### src/hdl/wtch_pkg.sv
// ----------------------------------------------------------------------------
// wtch_pkg - shared types and constants of the word tokenizer / CRC-32 hasher
// Holds the token format passed from the front end to the back end, the
// character constants used for letter folding and the byte-wide CRC update.
// ----------------------------------------------------------------------------
package wtch_pkg;

    // Reflected CRC-32 polynomial and the all-ones mask for pre/post inversion.
    localparam logic [31:0] CRC_POLY     = 32'hEDB8_8320;
    localparam logic [31:0] CRC_ALL_ONES = 32'hFFFF_FFFF;

    // Reset value of the seed register.
    localparam logic [31:0] SEED_RESET = 32'd42;

    // Character constants for the case fold.
    localparam logic [7:0] CHAR_UPPER_A  = 8'h41;
    localparam logic [7:0] CHAR_LOWER_A  = 8'h61;
    localparam logic [7:0] CASE_MASK     = 8'(255 - 32);
    localparam logic [7:0] ALPHABET_SIZE = 8'd26;

    // Input kind codes.
    localparam logic KIND_DATA  = 1'b0;
    localparam logic KIND_FLUSH = 1'b1;

    // Depth of the queue between front and back end.
    localparam int QUEUE_DEPTH = 2;
    localparam int QUEUE_PTR_W = $clog2(QUEUE_DEPTH);
    localparam int QUEUE_CNT_W = $clog2(QUEUE_DEPTH + 1);

    // A classified byte: either a lower-cased letter or a word separator.
    typedef struct packed {
        logic       is_letter;
        logic [7:0] letter;
    } token_t;

    // One byte of reflected CRC-32, eight bit steps.
    function automatic logic [31:0] crc32_byte(input logic [31:0] crc,
                                               input logic [7:0]  data);
        logic [31:0] c;
        c = crc ^ {24'd0, data};
        for (int k = 0; k < 8; k++) begin
            c = c[0] ? ((c >> 1) ^ CRC_POLY) : (c >> 1);
        end
        return c;
    endfunction

endpackage

### src/hdl/word_tokenizer_crc32_hash.sv
// ----------------------------------------------------------------------------
// word_tokenizer_crc32_hash - byte stream word tokenizer with CRC-32 hash
// Splits a byte stream into words of ASCII letters, folds them to lower case
// and returns, for each word, its reflected CRC-32 and its letter count.
// ----------------------------------------------------------------------------
//
//  Channel  | Dir | Handshake              | Payload
//  ---------+-----+------------------------+----------------------------------
//  input    | in  | in_valid / in_ready    | kind, data_byte
//  result   | out | out_valid / out_ready  | word_hash, word_length
//  config   | in  | cfg_valid / cfg_ready  | hash_seed
//
//  The block takes one byte per cycle on the input channel while the queue
//  has room and gives at most one result word per cycle. Bytes pass through
//  the front end queue; the combinational CRC byte update sets the rate, and
//  a result appears in the cycle after its separator leaves the queue.
//  Reset is asynchronous and active low; it empties the queue, closes any
//  open word and loads the seed register with 42.
//  The two-entry queue lets the input keep flowing while a result waits on a
//  stalled output; letters never wait on the output at all.
//
module word_tokenizer_crc32_hash
    import wtch_pkg::*;
#(
    parameter int LENGTH_BITS = 16
)
(
    input  logic                   clk,
    input  logic                   rst_n,
    // Byte input channel.
    input  logic                   in_valid,
    output logic                   in_ready,
    input  logic                   kind,
    input  logic [7:0]             data_byte,
    // Result channel.
    output logic                   out_valid,
    input  logic                   out_ready,
    output logic [31:0]            word_hash,
    output logic [LENGTH_BITS-1:0] word_length,
    // Seed register write channel.
    input  logic                   cfg_valid,
    output logic                   cfg_ready,
    input  logic [31:0]            hash_seed
);

    logic [31:0] seed_reg;
    logic        tok_valid;
    logic        tok_ready;
    token_t      tok;

    // The seed register is always writable. It is sampled when the first
    // letter of a word is processed, so a word keeps the seed it began with.
    assign cfg_ready = 1'b1;

    always_ff @(posedge clk or negedge rst_n)
    begin
        if (!rst_n)
        begin
            seed_reg <= SEED_RESET;
        end
        else if (cfg_valid)
        begin
            seed_reg <= hash_seed;
        end
    end

    // Front end: classifies each byte and queues it as a token.
    wtch_front u_front (
        .clk       (clk),
        .rst_n     (rst_n),
        .in_valid  (in_valid),
        .in_ready  (in_ready),
        .kind      (kind),
        .data_byte (data_byte),
        .tok_valid (tok_valid),
        .tok_ready (tok_ready),
        .tok       (tok)
    );

    // Back end: runs the CRC and delivers finished words.
    wtch_back #(
        .LENGTH_BITS (LENGTH_BITS)
    ) u_back (
        .clk         (clk),
        .rst_n       (rst_n),
        .seed        (seed_reg),
        .tok_valid   (tok_valid),
        .tok_ready   (tok_ready),
        .tok         (tok),
        .out_valid   (out_valid),
        .out_ready   (out_ready),
        .word_hash   (word_hash),
        .word_length (word_length)
    );

endmodule

### src/hdl/wtch_front.sv
// ----------------------------------------------------------------------------
// wtch_front - input classifier and token queue
// Folds each incoming byte, tags it as letter or separator and pushes the
// token into a two-entry queue that the back end drains.
// ----------------------------------------------------------------------------
module wtch_front
    import wtch_pkg::*;
(
    input  logic       clk,
    input  logic       rst_n,
    input  logic       in_valid,
    output logic       in_ready,
    input  logic       kind,
    input  logic [7:0] data_byte,
    output logic       tok_valid,
    input  logic       tok_ready,
    output token_t     tok
);

    token_t                 queue_mem [QUEUE_DEPTH];
    logic [QUEUE_PTR_W-1:0] wr_ptr_reg, wr_ptr_next;
    logic [QUEUE_PTR_W-1:0] rd_ptr_reg, rd_ptr_next;
    logic [QUEUE_CNT_W-1:0] count_reg, count_next;
    logic [7:0]             folded;
    token_t                 new_tok;
    logic                   push;
    logic                   pop;

    // Letters land in 0..25 after the subtract and case mask.
    assign folded            = (data_byte - CHAR_UPPER_A) & CASE_MASK;
    assign new_tok.is_letter = (kind == KIND_DATA) && (folded < ALPHABET_SIZE);
    assign new_tok.letter    = folded + CHAR_LOWER_A;

    assign in_ready  = (count_reg != QUEUE_CNT_W'(QUEUE_DEPTH));
    assign tok_valid = (count_reg != '0);
    assign tok       = queue_mem[rd_ptr_reg];
    assign push      = in_valid && in_ready;
    assign pop       = tok_valid && tok_ready;

    always_comb
    begin
        wr_ptr_next = wr_ptr_reg;
        rd_ptr_next = rd_ptr_reg;
        count_next  = count_reg;
        if (push)
        begin
            wr_ptr_next = (wr_ptr_reg == QUEUE_PTR_W'(QUEUE_DEPTH - 1)) ? '0
                        : wr_ptr_reg + QUEUE_PTR_W'(1);
        end
        if (pop)
        begin
            rd_ptr_next = (rd_ptr_reg == QUEUE_PTR_W'(QUEUE_DEPTH - 1)) ? '0
                        : rd_ptr_reg + QUEUE_PTR_W'(1);
        end
        if (push && !pop)
        begin
            count_next = count_reg + QUEUE_CNT_W'(1);
        end
        else if (pop && !push)
        begin
            count_next = count_reg - QUEUE_CNT_W'(1);
        end
    end

    always_ff @(posedge clk or negedge rst_n)
    begin
        if (!rst_n)
        begin
            wr_ptr_reg <= '0;
            rd_ptr_reg <= '0;
            count_reg  <= '0;
        end
        else
        begin
            wr_ptr_reg <= wr_ptr_next;
            rd_ptr_reg <= rd_ptr_next;
            count_reg  <= count_next;
        end
    end

    always_ff @(posedge clk)
    begin
        if (push)
        begin
            queue_mem[wr_ptr_reg] <= new_tok;
        end
    end

endmodule

### src/hdl/wtch_back.sv
// ----------------------------------------------------------------------------
// wtch_back - CRC accumulator and result register
// Runs the CRC over the letters of the open word, counts them with
// saturation and hands the finished hash and length to the output register.
// ----------------------------------------------------------------------------
module wtch_back
    import wtch_pkg::*;
#(
    parameter int LENGTH_BITS = 16
)
(
    input  logic                   clk,
    input  logic                   rst_n,
    input  logic [31:0]            seed,
    input  logic                   tok_valid,
    output logic                   tok_ready,
    input  token_t                 tok,
    output logic                   out_valid,
    input  logic                   out_ready,
    output logic [31:0]            word_hash,
    output logic [LENGTH_BITS-1:0] word_length
);

    localparam logic [LENGTH_BITS-1:0] LENGTH_MAX = {LENGTH_BITS{1'b1}};
    localparam logic [LENGTH_BITS-1:0] LENGTH_ONE = {{(LENGTH_BITS-1){1'b0}}, 1'b1};

    logic [31:0]            crc_reg, crc_next;
    logic [LENGTH_BITS-1:0] count_reg, count_next;
    logic                   out_valid_reg, out_valid_next;
    logic [31:0]            hash_reg, hash_next;
    logic [LENGTH_BITS-1:0] length_reg, length_next;
    logic [31:0]            crc_start;
    logic                   pop;
    logic                   word_open;
    logic                   slot_free;

    assign word_open = (count_reg != '0);
    assign slot_free = !out_valid_reg || out_ready;
    // A letter never needs the output; a separator does only if a word is open.
    assign tok_ready = tok.is_letter || !word_open || slot_free;
    assign pop       = tok_valid && tok_ready;
    assign crc_start = word_open ? crc_reg : (seed ^ CRC_ALL_ONES);

    always_comb
    begin
        crc_next       = crc_reg;
        count_next     = count_reg;
        hash_next      = hash_reg;
        length_next    = length_reg;
        out_valid_next = out_valid_reg && !out_ready;
        if (pop)
        begin
            if (tok.is_letter)
            begin
                crc_next = crc32_byte(crc_start, tok.letter);
                if (count_reg != LENGTH_MAX)
                begin
                    count_next = count_reg + LENGTH_ONE;
                end
            end
            else if (word_open)
            begin
                hash_next      = crc_reg ^ CRC_ALL_ONES;
                length_next    = count_reg;
                out_valid_next = 1'b1;
                crc_next       = '0;
                count_next     = '0;
            end
        end
    end

    always_ff @(posedge clk or negedge rst_n)
    begin
        if (!rst_n)
        begin
            crc_reg       <= '0;
            count_reg     <= '0;
            out_valid_reg <= 1'b0;
        end
        else
        begin
            crc_reg       <= crc_next;
            count_reg     <= count_next;
            out_valid_reg <= out_valid_next;
        end
    end

    always_ff @(posedge clk)
    begin
        hash_reg   <= hash_next;
        length_reg <= length_next;
    end

    assign out_valid   = out_valid_reg;
    assign word_hash   = hash_reg;
    assign word_length = length_reg;

    // A letter always leaves an open word behind it.
    a_letter_opens: assert property (@(posedge clk) disable iff (!rst_n)
        (pop && tok.is_letter) |=> (count_reg != '0))
        else $error("letter did not open a word");

    // A separator always leaves no open word.
    a_sep_closes: assert property (@(posedge clk) disable iff (!rst_n)
        (pop && !tok.is_letter) |=> (count_reg == '0))
        else $error("separator left a word open");

    // Closing a non-empty word presents a result in the next cycle.
    a_close_emits: assert property (@(posedge clk) disable iff (!rst_n)
        (pop && !tok.is_letter && word_open) |=> out_valid_reg)
        else $error("closed word gave no result");

    // A word is never closed into an occupied, stalled output register.
    a_no_overwrite: assert property (@(posedge clk) disable iff (!rst_n)
        !(pop && !tok.is_letter && word_open && out_valid_reg && !out_ready))
        else $error("result overwritten while stalled");

endmodule
### config.mk
export PLATFORM = sky130hd
export DESIGN_NAME = word_tokenizer_crc32_hash
export DESIGN_NICKNAME = d
export VERILOG_FILES = /design/src/hdl/wtch_pkg.sv /design/src/hdl/word_tokenizer_crc32_hash.sv /design/src/hdl/wtch_front.sv /design/src/hdl/wtch_back.sv
export SDC_FILE = /design/constraint.sdc
export NUM_CORES = 1
export LEC_CHECK = 0
export ABC_AREA = 0
export BUFFER_PORTS_ARGS = -buffer_cell sky130_fd_sc_hd__buf_2
export CAP_MARGIN = 20
export CORE_MARGIN = 3
export CORE_UTILIZATION = 50
export CTS_BUF_LIST = sky130_fd_sc_hd__clkbuf_8
export DETAILED_ROUTE_END_ITERATION = 12
export PLACE_DENSITY = 0.71
export SLEW_MARGIN = 20
export SYNTH_ARGS = -nofsm -noshare
export SYNTH_HDL_FRONTEND = slang
export SYNTH_SLANG_ARGS = --single-unit
### constraint.sdc
create_clock -name clk -period 4.35 [get_ports clk]
set_clock_uncertainty 0.05 [all_clocks]
set_input_delay 0.2175 -clock clk [delete_from_list [all_inputs] [get_ports clk]]
set_output_delay 0.2175 -clock clk [all_outputs]
set_load 0.02 [all_outputs]
# After elaboration in Yosys (flattened, before gate mapping)
# Memory sizes are Yosys's and may differ from the RTL's.
# Cells that the tools add are included.
[word_totals] ff_bits=133 mem_bits_rw=18 inputBits=46 word_cells=78 n_memories=1
[classes] n_addsub=7 n_lt_le_gt_ge=1 eq_ne=3 n_mux=23 n_bitwise=13 reduce_logical=21
[memory_table] memory="u_front.queue_mem" depth=2 width=9 rd=1 rd_ports_with_merged_regs=0 wr=1 line_no="wtch_front.sv:20" rtl="token_t queue_mem [QUEUE_DEPTH];"
[op_table] operator="two-way mux 32 bit" count=11
[op_table] operator="inverter 13 -> 14 bit" count=8
[op_table] operator="inverter 32 bit" count=2
[op_table] operator="two-way mux 16 bit" count=3
[op_table] operator="XOR 32 x 8 -> 32 bit" count=1
[op_table] operator="adder 16 x 1 -> 16 bit (second input constant)" count=1
[op_table] operator="!= test 16 bit (second input constant)" count=1
[op_table] operator="nonzero test 16 bit" count=1
[op_table] operator="adder 8 x 7 -> 8 bit (second input constant)" count=1
[op_table] operator="< comparator 8 x 5 -> 1 bit (second input constant)" count=1
[op_table] operator="subtractor 8 x 7 -> 8 bit (second input constant)" count=1
[op_table] operator="two-way mux 1 bit" count=7
[op_table] operator="logical AND 1 bit" count=6
[op_table] operator="AND reduction 3 bit" count=2
[op_table] operator="nonzero test 2 bit" count=3
[op_table] operator="logical NOT 1 bit" count=5
[op_table] operator="two-way mux 2 bit" count=2
[op_table] operator="!= test 2 bit (second input constant)" count=2
[op_table] operator="logical OR 1 bit" count=3
[op_table] operator="adder 1 bit (second input constant)" count=2
[op_table] operator="adder 2 x 1 -> 2 bit (second input constant)" count=1
[op_table] operator="inverter 1 bit" count=2
[op_table] operator="AND reduction 2 bit" count=1
[op_table] operator="subtractor 2 x 1 -> 2 bit (second input constant)" count=1

# Depth between registers and ports, before layout
[logic_depth] depth_word=20 depth_mapped=11

# By module
# Synthesis repeated with hierarchy kept, for this count alone.
[hier_totals] cells_unflattened=589 area_unflattened_um2=7462.2
[by_module_without_submodules] module="wtch_back" instances=1 cells_per_inst=439 area_per_inst_um2=5016.1 seq_area_each_um2=2667.6
[by_module_without_submodules] module="word_tokenizer_crc32_hash" instances=1 cells_per_inst=70 area_per_inst_um2=1360.1 seq_area_each_um2=804.5
[by_module_without_submodules] module="wtch_front" instances=1 cells_per_inst=80 area_per_inst_um2=1086.0 seq_area_each_um2=640.6

# Least setup slack after synthesis
# OpenSTA, ideal clock, no wires.
[synth_timing] path_type="reg2reg" from="register u_back.count_reg[0]" to="register u_back.hash_reg[0] (netlist: u_back.word_hash[0]) (enable)" arrival_time_ps=3390 t_required_ps=3869 path_slack_ps=479 path_stages_with_launch=9 n_path_buf=2 synth_period_minus_slack_ps=3871 cell_sequence="dfrtp_1 > inv_1 > ha_1 > nor4b_2 > nand4_2 > clkbuf_1 > nand2_1 > nor3_1 > clkbuf_1"
[synth_between] elab_chain_cells=6
[synth_lines] item="start: declaration" line_no="wtch_back.sv:28" rtl="logic [LENGTH_BITS-1:0] count_reg, count_next;"
[synth_lines] item="start signal: assignment" line_no="wtch_back.sv:83" rtl="count_reg <= count_next;"
[synth_lines] item="nonzero test 16 bit (*)" line_no="wtch_back.sv:37" rtl="assign word_open = (count_reg != '0);"
[synth_lines] item="logical NOT 1 bit" line_no="wtch_back.sv:40" rtl="assign tok_ready = tok.is_letter || !word_open || slot_free;"
[synth_lines] item="logical OR 1 bit (2 in series)" line_no="wtch_back.sv:40"
[synth_lines] item="logical AND 1 bit" line_no="wtch_back.sv:41" rtl="assign pop = tok_valid && tok_ready;"
[synth_lines] item="AND reduction 3 bit (no source line) (*)"
[synth_lines] item="end signal: assignment" line_no="wtch_back.sv:90" rtl="hash_reg <= hash_next;"
[synth_lines] item="end: declaration" line_no="wtch_back.sv:30" rtl="logic [31:0] hash_reg, hash_next;"
# Mark *: on every way between the ends. The rest lies on a longest branch, timed or not.
# A chain may end at the register's enable or synchronous reset.

# Worst setup path after layout
[layout_timing] from="register u_back.count_reg[0]" to="register u_back.crc_reg[20]"
[layout_between] elab_chain_cells=18
[layout_lines] item="nonzero test 16 bit (*)" line_no="wtch_back.sv:37"
[layout_lines] item="two-way mux 32 bit" line_no="wtch_back.sv:42" rtl="assign crc_start = word_open ? crc_reg : (seed ^ CRC_ALL_ONES);"
[layout_lines] item="XOR 32 x 8 -> 32 bit" line_no="wtch_pkg.sv:40" rtl="c = crc ^ {24'd0, data};"
[layout_lines] item="inverter 13 -> 14 bit (no source line)"
[layout_lines] item="two-way mux 32 bit" line_no="wtch_pkg.sv:42" rtl="c = c[0] ? ((c >> 1) ^ CRC_POLY) : (c >> 1);"
[layout_lines] item="inverter 13 -> 14 bit (no source line)"
[layout_lines] item="two-way mux 32 bit (2 in series)" line_no="wtch_pkg.sv:42"
[layout_lines] item="inverter 13 -> 14 bit (no source line)"
[layout_lines] item="two-way mux 32 bit" line_no="wtch_pkg.sv:42"
[layout_lines] item="inverter 13 -> 14 bit (no source line)"
[layout_lines] item="two-way mux 32 bit (2 in series)" line_no="wtch_pkg.sv:42"
[layout_lines] item="inverter 13 -> 14 bit (no source line)"
[layout_lines] item="two-way mux 32 bit" line_no="wtch_pkg.sv:42"
[layout_lines] item="inverter 13 -> 14 bit (no source line)"
[layout_lines] item="two-way mux 32 bit" line_no="wtch_pkg.sv:42"
[layout_lines] item="two-way mux 32 bit" line_no="wtch_back.sv:53" rtl="if (tok.is_letter)"
[layout_lines] item="end signal: assignment" line_no="wtch_back.sv:82" rtl="crc_reg <= crc_next;"
[layout_lines] item="end: declaration" line_no="wtch_back.sv:27" rtl="logic [31:0] crc_reg, crc_next;"
# Marks and branches as above.

==> qor.yml <==
status: "finished clean"
drive_gt1_frac: 0.257
max_stage_delay_ps: 590
clockBufferDepth: 2
via_count: 4953
fillers: 1115
synthArstFlopShare: 0.563
num_rows: 43
switchingPower_w: 0.00339
seqPwrFrac: 0.266
finish.instance_area_um2: 8860
diodes: 0
die_height_um: 128
p_leak_nw: 3.78
syn_area_um2: 7400
rsz0062_at_grt: "false"
final_cells: 927
cp_slowest_cell: "nor4_4"
cts_tree: "done"
first_global_vias: 4876
hold_viol_final: 0
intPower_w: 0.00534
place.gp.congestion: 0.913
critPathRequiredTime_ps: 4650
fmax_ghz: 0.263
synth_top_area_share: 0.277
area_delta_synth_final_pct: 19.8
crit_type: "flop to flop"
ys_warn_count: 0
r2r-start: "u_back.count_reg[0]$_DFFE_PN0P_"
holdBufCountCts: 35
ios: 97
cellPowerDensity_nw_per_um2: 984
end_kind: "flop"
grt_max_degree: 86
synth_area_leader_cell: "dfrtp_1"
dp.cells: 860
finalCoreUtilization: 0.626
clock_sinks: 151
die_w_um: 128
syn-mean-instance-area_um2: 12.3
ant_nets: 0
via_per_inst: 5.34
multiInputGateArea_um2: 3030
clk_pin_slew_ps: 80
ir_drop_v: 0.000482
critPathLaunchType: "flop"
dr.pass1.iters: 5
synth_adder_area_share: 0.00677
synth_top_family_by_area: "XOR/XNOR gates"
min_from: "out_ready"
setup_viol: 0
drtIter0Drc: 411
drv_slew: 0
wl_per_cell_um: 17.6
hold_depth: 3
die-area_um2: 16300
portBuffers: 95
worstMarginPinSlew_ps: 813
grt_pass1_wl_um: 26500
cap_violations: 0
route.detailed.drc: 0
synth-seq-cells: 151
root_buffer: "clkbuf_8"
design.core.area_um2: 14100
crit_arrival_ps: 4110
p_sw_frac: 0.388
path_cells: "inv_1 -> ha_1 -> or4b_4 -> nor4_4 -> mux2i_1 -> xnor2_4 -> xnor2_2 -> xnor3_1 -> a22o_1"
syn_inst: 599
synth_edf_count: 66
start_util: 0.523
regArea_um2: 4110
grt_usage: 0.213
synth_compound_area_frac: 0.0800
max-slew-margin-rel: 0.458
postCtsSetupBuffers: 0
r2r_slack_ps: 540
timing.final.crit_period_ps: 3810
nets: 784
clk_latency_ps: 470
hold_slack_ps: 28.0
r2r-end: "u_back.crc_reg[20]$_DFFE_PN0P_"
combPwrFrac: 0.601
yosys.area_share.simple: 0.0934
synthFlopType: "dfrtp_1"
h-tree-depth: 4
pwr-share-clk: 0.133
finalCritPeriodShare: 0.876
synthXorXnorAreaFrac: 0.153
wl_um: 16300
grt_overflow_total: 0
holdPathEnd: "u_back.out_valid$_DFF_PN0_"
cp_num_buf_inv: 1
antenna_found_initial: 0
critPathTopFamily: "XOR/XNOR gates"
ys_seq_area_frac: 0.556
cts_buffers: 17
synth_mux_area_frac: 0.0729
dp_hpwl_um: 11400
syn-num-nets: 649
placed_cell_area_um2: 8080
hold_path.class: "input pin to flop"
post_cts_resized: 0
synth.distinct_cells: 59
setup_tns_ps: 0
worst_r2r_path_depth: 9
crit_fanout: 8
ys_top_cells_by_area: "dfrtp_1 (28%), edfxtp_1 (27%), xnor2_1 (5.8%)"
==> worst min-delay path: stages <==
cell and delay (ps):
buf_2 80, nand2b_1 110, o21ai_0 90
==> area by class of cell <==
class | instances | area share
clock inverter | 14 | 0.0205
inverter | 44 | 0.0186
sequential | 151 | 0.464
tap | 180 | 0.0254
clock buffer | 18 | 0.0279
timing repair buffer | 140 | 0.102
multi-input combinational | 380 | 0.341
==> layer usage <==
layer  up-vias  track usage  routed length [um]
met5         -            0                   0
met4         0       0.0861                 377
met3        29       0.0635                1240
met2       165        0.312                7270
met1      2395        0.301                7390
li1       2364            -                   -
==> power by group through the flow <==
stage / Clock, W / Sequential, W / Combinational, W
final: 0.00116 / 0.00232 / 0.00524
after CTS: 0.00119 / 0.00232 / 0.00527
after detailed placement: 0 / 0.00235 / 0.00522
after global routing: 0.00126 / 0.00237 / 0.00570
after global placement: 0 / 0.00233 / 0.00515
after floorplan: 0 / 0.00244 / 0.00403
==> how the worst max path moves through the flow <==
stage                                          startpoint                             end  slack [ps]  depth (start not counted)
after floorplan           u_back.count_reg[0]$_DFFE_PN0P_   u_back.word_hash[0]$_DFFE_PP_         480                          8
after global placement    u_back.count_reg[0]$_DFFE_PN0P_  u_back.crc_reg[20]$_DFFE_PN0P_         700                          9
after detailed placement  u_back.count_reg[0]$_DFFE_PN0P_  u_back.crc_reg[20]$_DFFE_PN0P_         580                          9
after CTS                 u_back.count_reg[0]$_DFFE_PN0P_  u_back.crc_reg[20]$_DFFE_PN0P_         540                          9
after global routing      u_back.count_reg[0]$_DFFE_PN0P_  u_back.crc_reg[26]$_DFFE_PN0P_         370                          9
final                     u_back.count_reg[0]$_DFFE_PN0P_  u_back.crc_reg[20]$_DFFE_PN0P_         540                          9
==> per-stage QoR <==
stage          power [W]  setup WS (ps)
2_1_floorplan    0.00647            479
3_5_place_dp     0.00756            579
5_1_grt          0.00932            371
3_3_place_gp     0.00748            700
6_report         0.00873            541
4_1_cts          0.00877            539
==> kinds of logic (layout without fill, tap and decap cells) <==
| family | count (synthesis) | in the layout |
|---|---|---|
| AOI/OAI and AO/OA | 93 | 93 |
| buffers and inverters | 68 | 216 |
| DFF | 151 | 151 |
| adders and majority gates | 4 | 4 |
| xor gates and xnor gates | 96 | 96 |
| muxes | 47 | 47 |
| other | 1 | 1 |
| and+or+nand+nor | 139 | 139 |
==> synth_stat cells (6+ instances only) <==
| cell type | n |
|---|---|
| edfxtp_1 | 66 |
| a21oi_1 | 17 |
| o21ai_0 | 35 |
| mux2i_1 | 12 |
| nor2_1 | 36 |
| clkbuf_1 | 18 |
| nand3_1 | 6 |
| xnor2_1 | 49 |
| nand4_1 | 6 |
| nor3_1 | 9 |
| dfrtp_1 | 82 |
| nand2_1 | 53 |
| o211ai_1 | 6 |
| a22o_1 | 12 |
| mux2_2 | 32 |
| xor2_1 | 26 |
| inv_1 | 44 |
| xnor3_1 | 13 |
==> cell usage in the layout (no fill, tap or decap), types with 6 or more instances in the layout <==
cell,count
xnor3_1,13
xor2_1,26
a21oi_1,17
nor2_1,36
mux2_2,32
o211ai_1,6
buf_4,10
nand3_1,6
dfrtp_1,82
buf_2,94
dlygate4sd3_1,35
inv_1,46
o21ai_0,35
clkbuf_8,18
mux2i_1,12
nor3_1,8
nand2_1,53
nand4_1,6
xnor2_1,49
edfxtp_1,66
a22o_1,12
(Power assumes the default switching activity.)
